## src/rtl/core/ogiq_pkg.sv

```systemverilog
// ----------------------------------------------------------------------------
// ogiq_pkg: shared definitions for the guard insertion quantizer
// Register indexes, output format codes, default sizes and the quantizer
// configuration bundle.
// ----------------------------------------------------------------------------
package ogiq_pkg;

  // Default store depth in samples
  localparam int unsigned MAX_SYMBOL_DEF = 8192;

  // Field widths
  localparam int unsigned SAMPLE_W = 16;
  localparam int unsigned OUT_W    = 25;
  localparam int unsigned SYMLEN_W = 14;
  localparam int unsigned GUARD_W  = 12;
  localparam int unsigned GAIN_W   = 16;
  localparam int unsigned LEVEL_W  = 15;
  localparam int unsigned FMT_W    = 3;
  localparam int unsigned CFG_IDX_W  = 3;
  localparam int unsigned CFG_DATA_W = 16;

  // Register indexes
  localparam logic [CFG_IDX_W-1:0] REG_SYMBOL_LENGTH = 3'd0;
  localparam logic [CFG_IDX_W-1:0] REG_GUARD_LENGTH  = 3'd1;
  localparam logic [CFG_IDX_W-1:0] REG_GAIN          = 3'd2;
  localparam logic [CFG_IDX_W-1:0] REG_MAX_LEVEL     = 3'd3;
  localparam logic [CFG_IDX_W-1:0] REG_FORMAT        = 3'd4;

  // Output format codes; other codes give zero
  localparam logic [FMT_W-1:0] FMT_S8   = 3'd0;
  localparam logic [FMT_W-1:0] FMT_U8   = 3'd1;
  localparam logic [FMT_W-1:0] FMT_S16  = 3'd2;
  localparam logic [FMT_W-1:0] FMT_U16  = 3'd3;
  localparam logic [FMT_W-1:0] FMT_WIDE = 3'd4;

  // Input operation codes
  localparam logic OP_WRITE = 1'b0;
  localparam logic OP_PULL  = 1'b1;

  // Output status codes
  localparam logic ST_SAMPLE   = 1'b0;
  localparam logic ST_REJECTED = 1'b1;

  // Reset values of the registers
  localparam logic [SYMLEN_W-1:0] SYMLEN_RST = 14'd2048;
  localparam logic [GUARD_W-1:0]  GUARD_RST  = 12'd512;
  localparam logic [GAIN_W-1:0]   GAIN_RST   = 16'd256;
  localparam logic [LEVEL_W-1:0]  LEVEL_RST  = 15'd127;
  localparam logic [FMT_W-1:0]    FMT_RST    = FMT_S8;

  // Settings the quantizer needs
  typedef struct packed {
    logic [LEVEL_W-1:0] max_level;
    logic [FMT_W-1:0]   format;
  } quant_cfg_t;

endpackage

```

## src/rtl/core/ogiq_quant.sv

```systemverilog
// ----------------------------------------------------------------------------
// ogiq_quant: gain scaling and output quantization of one sample part
// Registers the Q1.15 x Q8.8 product, then combinationally clamps (8- and
// 16-bit formats), rounds or truncates and wraps it to the selected format.
// ----------------------------------------------------------------------------
module ogiq_quant (
  input  logic                                  clk,
  input  logic                                  en,
  input  logic signed [ogiq_pkg::SAMPLE_W-1:0]  sample,
  input  logic        [ogiq_pkg::GAIN_W-1:0]    gain,
  input  ogiq_pkg::quant_cfg_t                  qcfg,
  output logic signed [ogiq_pkg::OUT_W-1:0]     value
);

  logic signed [32:0] prod_full;
  logic signed [31:0] prod_r;
  logic signed [31:0] prod_nxt;

  logic signed [39:0] pe;
  logic signed [39:0] lim;
  logic signed [39:0] pc;
  logic        [39:0] mag;
  logic        [39:0] sh;
  logic        [39:0] tz;
  logic signed [39:0] q;
  logic signed [39:0] qc;
  logic        [39:0] v;
  logic        [39:0] mag4;
  logic        [39:0] sh4;
  logic        [39:0] t4;

  // Multiply by the unsigned gain; the product fits 32 bits
  assign prod_full = sample * $signed({1'b0, gain});
  assign prod_nxt  = prod_full[31:0];

  always_ff @(posedge clk) begin
    if (en) begin
      prod_r <= prod_nxt;
    end
  end

  // Quantize the held product
  always_comb begin
    pe  = {{8{prod_r[31]}}, prod_r};
    lim = $signed({2'b00, qcfg.max_level, 23'd0});

    // Signed formats: clamp to +-level, truncate toward zero
    if (pe > lim) begin
      pc = lim;
    end else if (pe < -lim) begin
      pc = -lim;
    end else begin
      pc = pe;
    end
    mag = pc[39] ? 40'(-pc) : 40'(pc);
    sh  = mag >> 23;
    tz  = pc[39] ? 40'(-sh) : sh;

    // Unsigned formats: add half a level, clamp to 0..level, floor
    q = pe + $signed({3'b000, qcfg.max_level, 22'd0});
    if (q > lim) begin
      qc = lim;
    end else if (q[39]) begin
      qc = '0;
    end else begin
      qc = q;
    end
    v = 40'(qc) >> 23;

    // Wide format: keep 8 fraction bits, truncate toward zero
    mag4 = pe[39] ? 40'(-pe) : 40'(pe);
    sh4  = mag4 >> 15;
    t4   = pe[39] ? 40'(-sh4) : sh4;

    case (qcfg.format)
      ogiq_pkg::FMT_S8:   value = {{17{tz[7]}}, tz[7:0]};
      ogiq_pkg::FMT_U8:   value = {17'd0, v[7:0]};
      ogiq_pkg::FMT_S16:  value = {{9{tz[15]}}, tz[15:0]};
      ogiq_pkg::FMT_U16:  value = {9'd0, v[15:0]};
      ogiq_pkg::FMT_WIDE: value = t4[ogiq_pkg::OUT_W-1:0];
      default:            value = '0;
    endcase
  end

endmodule

```

## config.mk

```make
export PLATFORM = sky130hd
export DESIGN_NAME = ogiq_quant
export DESIGN_NICKNAME = d
export VERILOG_FILES = /design/src/rtl/core/ogiq_pkg.sv /design/src/rtl/core/ogiq_quant.sv
export SDC_FILE = /design/constraint.sdc
export NUM_CORES = 1
export LEC_CHECK = 0
export BUFFER_PORTS_ARGS = -buffer_cell sky130_fd_sc_hd__buf_2
export CAP_MARGIN = 20
export CORE_ASPECT_RATIO = 1.25
export CORE_MARGIN = 2
export CORE_UTILIZATION = 35
export DETAILED_ROUTE_END_ITERATION = 8
export GPL_TIMING_DRIVEN = 0
export REMOVE_ABC_BUFFERS = 1
export SYNTH_ARGS = -nofsm -noshare
export SYNTH_HDL_FRONTEND = slang
export SYNTH_SLANG_ARGS = --single-unit
```

## constraint.sdc

```tcl
create_clock -name clk -period 8.5 [get_ports clk]
set_clock_uncertainty 0.1 [all_clocks]
set_input_delay 0.85 -clock clk [delete_from_list [all_inputs] [get_ports clk]]
set_output_delay 0.85 -clock clk [all_outputs]
set_load 0.01 [all_outputs]
```

# [Word-level counts from Yosys, hierarchy flattened]
# Index checks and enable logic that the tools add are counted.
[word_totals] word_cells=25 mem_bits_rw=0 input_bits=52 mem_bits_ro=0 latchBits=0 output_inout_bits=25 ff_bits=32 mem_count=0
[classes] n_shift=0 reduce_logical=1 div=0 n_mux=9 n_addsub=6 n_bitwise=0 eq_ne=4 n_mul=1 order_cmp=3
[op_table] cell="one-hot mux 25 bit (5 select lines)" n=1
[op_table] cell="two-way mux 40 bit" n=3
[op_table] cell="two-way mux 39 bit" n=3
[op_table] cell="< comparator 32 x 40 -> 1 bit" n=1
[op_table] cell="negator 32 -> 40 bit" n=1
[op_table] cell="negator 38 -> 40 bit" n=1
[op_table] cell="adder 32 x 38 -> 39 bit" n=1
[op_table] cell="> comparator 32 x 39 -> 1 bit" n=1
[op_table] cell="> comparator 39 bit" n=1
[op_table] cell="negator 39 bit" n=1
[op_table] cell="multiplier 16 x 17 -> 32 bit" n=1
[op_table] cell="two-way mux 25 bit" n=1
[op_table] cell="negator 25 bit" n=1
[op_table] cell="two-way mux 16 bit" n=1
[op_table] cell="negator 16 bit" n=1
[op_table] cell="equality test 3 x 2 -> 1 bit, second input constant" n=2
[op_table] cell="equality test 3 x 1 -> 1 bit, second input constant" n=1
[op_table] cell="equality test 3 bit, second input constant" n=1
[op_table] cell="logical NOT 3 bit" n=1

# [Depth between registers and ports, before layout]
[depth] word_depth=9 ltp_mapped=26 depth_no_buf=25

# [Worst setup path before layout]
# Ideal clock, no wire load.
[synth_timing] path_type="input port to flip-flop" start="in gain[5] (netlist bit)" end="reg prod_r[31] (data pin)" setup_time_ns=0.264 t_arrival_ns=6.885 cell_stages=25 t_required_ns=8.136 n_path_buf=1 path_slack_ns=1.251 cell_sequence="clkbuf_1 nand2_1 fa_1 inv_1 fa_1 inv_1 fa_1 fa_1 inv_1 fa_1 fa_1 ha_1 a21o_1 a21oi_1 nor2b_1 o21a_1 o21a_1 nor2_1 a31oi_1 o21a_1 a21bo_2 o211ai_1 nand2_1 a221oi_1 xnor2_1"
[synth_via] elab_chain_len=1
[synth_rtl] item="start, declared" line="ogiq_quant.sv:10" text="input logic [ogiq_pkg::GAIN_W-1:0] gain,"
[synth_rtl] item="multiplier 16 x 17 -> 32 bit" line="ogiq_quant.sv:33" text="assign prod_full = sample * $signed({1'b0, gain});"
[synth_rtl] item="net prod_full[31]" line="ogiq_quant.sv:15" text="logic signed [32:0] prod_full;"
[synth_rtl] item="end signal, assigned" line="ogiq_quant.sv:38" text="prod_r <= prod_nxt;"
[synth_rtl] item="end, declared" line="ogiq_quant.sv:16" text="logic signed [31:0] prod_r;"
# The timed path passes the listed nets, and every way through them passes these cells.
# A chain may end at the register's enable or synchronous reset.

# [Worst setup path in the final report]
[layout_timing] start="in qcfg[3] (netlist bit)" end="out value[15] (netlist bit)"
[layout_via] elab_chain_len=9 word_cells_on_any_way=14 classes_between="add/sub: 4; order compare: 3; mux: 7"
[layout_rtl] item="start, declared" line="ogiq_quant.sv:11" text="input ogiq_pkg::quant_cfg_t qcfg,"
[layout_rtl] item="negator 38 -> 40 bit" line="ogiq_quant.sv:50, ogiq_quant.sv:51"
[layout_rtl] item="< comparator 32 x 40 -> 1 bit" line="ogiq_quant.sv:50" text="end else if (pe < -lim) begin"
[layout_rtl] item="two-way mux 40 bit" line="ogiq_quant.sv:50"
[layout_rtl] item="two-way mux 40 bit" line="ogiq_quant.sv:48" text="if (pe > lim) begin"
[layout_rtl] item="negator 39 bit" line="ogiq_quant.sv:55" text="mag = pc[39] ? 40'(-pc) : 40'(pc);"
[layout_rtl] item="two-way mux 39 bit" line="ogiq_quant.sv:55"
[layout_rtl] item="negator 16 bit" line="ogiq_quant.sv:57" text="tz = pc[39] ? 40'(-sh) : sh;"
[layout_rtl] item="two-way mux 16 bit" line="ogiq_quant.sv:57"
[layout_rtl] item="one-hot mux 25 bit (5 select lines) (*)" line="ogiq_quant.sv:75" text="case (qcfg.format)"
[layout_rtl] item="end, declared" line="ogiq_quant.sv:12" text="output logic signed [ogiq_pkg::OUT_W-1:0] value"
# Every way passes the cells marked *; elsewhere a longest branch is shown, timed or not.

==> results <==
- The total detailed-routing wirelength is 40730 um.
- At the worst endpoint, the required time is 7.55 ns.
- The signal on the critical path passes through buf_2, inv_1, ha_1, nand3_1, nor3_2, and3_1, xnor2_1, ha_1, a21oi_1, o21ai_1, a2111o_1, and2_1, nor3_1, nor2_1, or4_4, a2111oi_4, a31oi_2, mux2i_4, a21boi_4, o21ai_1, buf_2.
- Before CTS, the worst setup slack after placement is -0.4784 ns.
- The flip-flop cell with the highest count after synthesis is edfxtp_1.
- Sequential cells burn 10.3% of the power.
- The total congestion overflow after global routing is 0.
- The clock net in this run drives a total of 32 sinks.
- The area fraction in and, or, nand and nor cells after synthesis is 20.73%.
- The power density over the cells is 374.8 nW/um2.
- The cell type of the slowest stage on the worst timing path is a2111oi_4.
- In the final layout, the registers with the most flip-flops are prod_r x32.
- The initial cell density of the core is 35.53%.
- Buffers inserted during clock tree synthesis total 5.
- The pin count of the biggest net entering global routing is 33.
- In the finished design, the share of the clock period the worst path needs comes to 95.62%.
- The flow ran to the end, and the final reports show no timing, DRC or antenna violations.
- Of the cells placed in the final design, the portion with a size suffix greater than 1 is 6.867%.
- Setup violations remaining at the end of the flow were counted as 0.
- On the final layout, the worst hold slack is 1.036 ns.
- The share of synthesized flip-flops with an asynchronous set or reset is 0%.
- Of the total power, the share spent switching nets is 51.97%.
- For this run, the top clock speed supported by timing is 0.1230 GHz.
- The largest vdd supply drop is 0.2075 mV.
- The portion of synthesized area spent on multiplexers is 0.7967%.
- The final cell utilization of the core is 38.31%.
- TritonCTS built the clock tree.
- In this run the core area contains 82 standard-cell rows.
- The layout overhead on the synthesized area is 7.801%.
- The number of antenna diodes in the final layout is 0.
- The switching component of the power is 3.001 mW.
- The via count of the first global-routing pass came to 12599.
- The register containing the most flip-flops in the final layout is prod_r.
- At the end of the flow, the number of nets in the layout was 2191.
- Sequential cells were found to cover 6.724% of the synthesized design area.
- The area enclosed by the die boundary is 42470 um2.
- The placed wire-length estimate after detailed placement is 33590 um.
- For the worst setup path, the data arrival time is 7.18 ns.
- For this design the static power due to leakage is 7.378 nW.
- The cell area that synthesis handed to floorplanning was 14290 um2.
- Combinational logic burns 86.2% of the power.
- The number of slew-limit violations in the final report is 0.
- Setup repair after global routing left no endpoint under its margin.
- Clock-pin slew was measured on the worst setup and hold paths at 0.05 ns.
- At the pin with the least slew margin, the transition time is 1.047 ns.
- After Yosys synthesis, XOR and XNOR cells account for 5.638% of the synthesized area.
- The initial antenna violation count is 0.
- The number of warnings issued by yosys is 0.
- Setup slack closes at 0.3723 ns.
- The family of cells with the greatest summed delay on the critical path is simple AND/OR/NAND/NOR gates.
- After synthesis, the largest family of logic cells by area is adder cells.
- The instance count of the mapped netlist is 1739.
- The compound-gate portion of the synthesized area is 13.66%.
- The number of buffers and inverters on the critical path is 3.
- A synthesized cell averages 8.218 um2.
- Dividing the detail-routed via count by the number of cells gives 5.256.
- The clock tree synthesis step divided the H-tree into 2 levels.
- The die is 229.9 um tall.
- The largest single stage delay on the critical path is 0.65 ns.
- Summing all placed instances gives a cell area of 15170 um2.
- The count of nets left with antenna violations once routing finished came out at 0.
- The via count of the routed design is 12132.
- The number of hold violations in the final report is 0.
- The number of distinct standard cells referenced by the synthesized netlist is 83.
- The internal portion of total power is 2.773 mW.
- The worst min-delay path category is input port to register.
- The die outline width is 184.7 um.
- The number of detailed-route iterations in the first pass is 5.
- The number of buffer cells added on primary ports is 76.
- The cell type with the highest aggregate area in the netlist is fa_1.
- The startpoint type of the worst setup path is an input port.
- The synthesized design contains 32 enable-type register cells.
- After routing the design area is 15410 um2.
- The weighted congestion reported at the end of routability-driven placement is 0.9241.
- The area of the core region is 40220 um2.
- The power share of the clock group is 3.5%.
- The maximum fanout count along the critical path is 10.
- STA classifies the critical path endpoint as an output port.
- The normalized max-slew margin is 30.01%.
- The register bit total from synthesis is 32.
- The first routing iteration left 631 violations.
- By area the synthesized netlist is led by fa_1 (27%), ha_1 (16%), inv_1 (7.2%), edfxtp_1 (6.7%), nand2_1 (5.6%).
- The adder-cell share of the synthesized area is 43.34%.
- The number of buffers inserted for hold repair after clock tree synthesis is 0.
- The register with the most flip-flops in the layout has 32 of them.
- The minimum clock period after layout is 8.128 ns.
- Overall power consumption after layout is estimated at 5.774 mW.
- In the final routed layout, each cell accounts on average for 17.65 um.
- The post-detailed-route DRC marker count is 0.
- The wire length of the first global-routing pass is 66380 um.
- The area share of the largest cell type after synthesis is 27.32%.
- Max-cap violations in this run came to 0.
- The tree is rooted in a clkbuf_16.
- The number of placed I/O pins is 77.
- The buffer depth of the longest clock path is 2.
- The global-route usage over all layers is 19.78%.
- The setup path with the least slack is of type input port to output port.
[per-stage QoR]
step,setup TNS (ns),instances
2_1_floorplan,0,1671
3_3_place_gp,-11.21,2293
3_5_place_dp,-6.635,2297
4_1_cts,0,2305
5_1_grt,0,2308
6_report,0,2308
[repair_timing]
| item | CTS | global route |
|---|---|---|
| pin swaps | 0 | 2 |
| endpoints found under the setup margin | 21 | 16 |
| resized for setup | 6 | 7 |
| setup buffers | 0 | 3 |
[power groups by stage]
stage	Sequential, mW	Combinational, mW	Clock [mW]
after floorplan	0.548	3.76	0
after global placement	0.611	4.81	0
after detailed placement	0.599	4.94	0
after CTS	0.596	5.00	0.205
after global routing	0.606	5.67	0.211
final	0.597	4.98	0.201
[placed cells by master, fill, tap and decap left out, types with 6 or more instances in the layout]
cell type,count
and2_1,117
o21a_1,15
xor2_1,22
inv_1,273
o31ai_1,8
and3_1,8
ha_1,183
nand4_1,20
a21o_1,16
o21ai_0,50
mux2i_1,7
o211ai_1,18
nand3_1,41
or3_1,10
edfxtp_1,32
o21bai_1,8
nor2b_1,6
a211oi_1,12
buf_2,76
a31oi_1,6
nand2_1,213
o221ai_1,8
a21oi_1,85
xnor2_1,70
nor3_1,22
nor2_1,88
nand2b_1,26
nor4_1,8
fa_1,195
[metal layers]
layer / wire length, um / track usage (%) / up-vias / share of wire (%)
met2: 20090 / 35.13 / 326 / 49
met4: 1564 / 8.085 / 0 / 3.8
met3: 1639 / 0.9819 / 81 / 4.0
met1: 17430 / 24.96 / 5947 / 43
li1: - / - / 5778 / -
met5: 0 / 0 / - / 0
[layout make-up]
type	instances	area, um2
Clock inverter	3	42.54
Multi-Input combinational cell	1366	12090
Tap cell	546	683.2
Fill cell	4275	24810
Inverter	273	1025
Sequential cell	32	960.9
Clock buffer	5	125.1
Timing Repair Buffer	83	484.2
[cell families after synthesis]
group                    Yosys count
XOR/XNOR                          92
buffers and inverters            341
flip-flops                        32
multiplexers                      10
AND/OR/NAND/NOR                  598
AO/OA/AOI/OAI                    288
adder cells (fa/ha/maj)          378
[path summary, 6_finish.rpt]
check / startpoint / end / slack (ns) / depth (start not counted)
setup / recovery: qcfg[3] / value[15] / 0.37 / 21
hold / removal: gain[0] / prod_r[0] / 1.04 / 2
[synthesized netlist by cell type (4+ instances only)]
| cell | instances |
|---|---|
| inv_1 | 273 |
| nand2_1 | 214 |
| fa_1 | 195 |
| ha_1 | 183 |
| and2_1 | 116 |
| nor2_1 | 90 |
| a21oi_1 | 85 |
| xnor2_1 | 70 |
| clkbuf_1 | 58 |
| o21ai_0 | 52 |
| nand3_1 | 42 |
| edfxtp_1 | 32 |
| nand2b_1 | 26 |
| nor3_1 | 23 |
| xor2_1 | 22 |
| nand4_1 | 20 |
| o211ai_1 | 18 |
| a21o_1 | 16 |
| o21a_1 | 15 |
| a211oi_1 | 12 |
| or3_1 | 10 |
| o31ai_1 | 9 |
| and3_1 | 8 |
| mux2i_1 | 8 |
| nor4_1 | 8 |
| o21bai_1 | 8 |
| o221ai_1 | 8 |
| a31oi_1 | 6 |
| nor2b_1 | 6 |
| a22oi_1 | 5 |
| nor3b_1 | 5 |
| o22ai_1 | 5 |
| or2_2 | 5 |
| or4_1 | 5 |
| a211o_1 | 4 |
| buf_1 | 4 |
No activity file was read; power rests on OpenSTA's default activity.
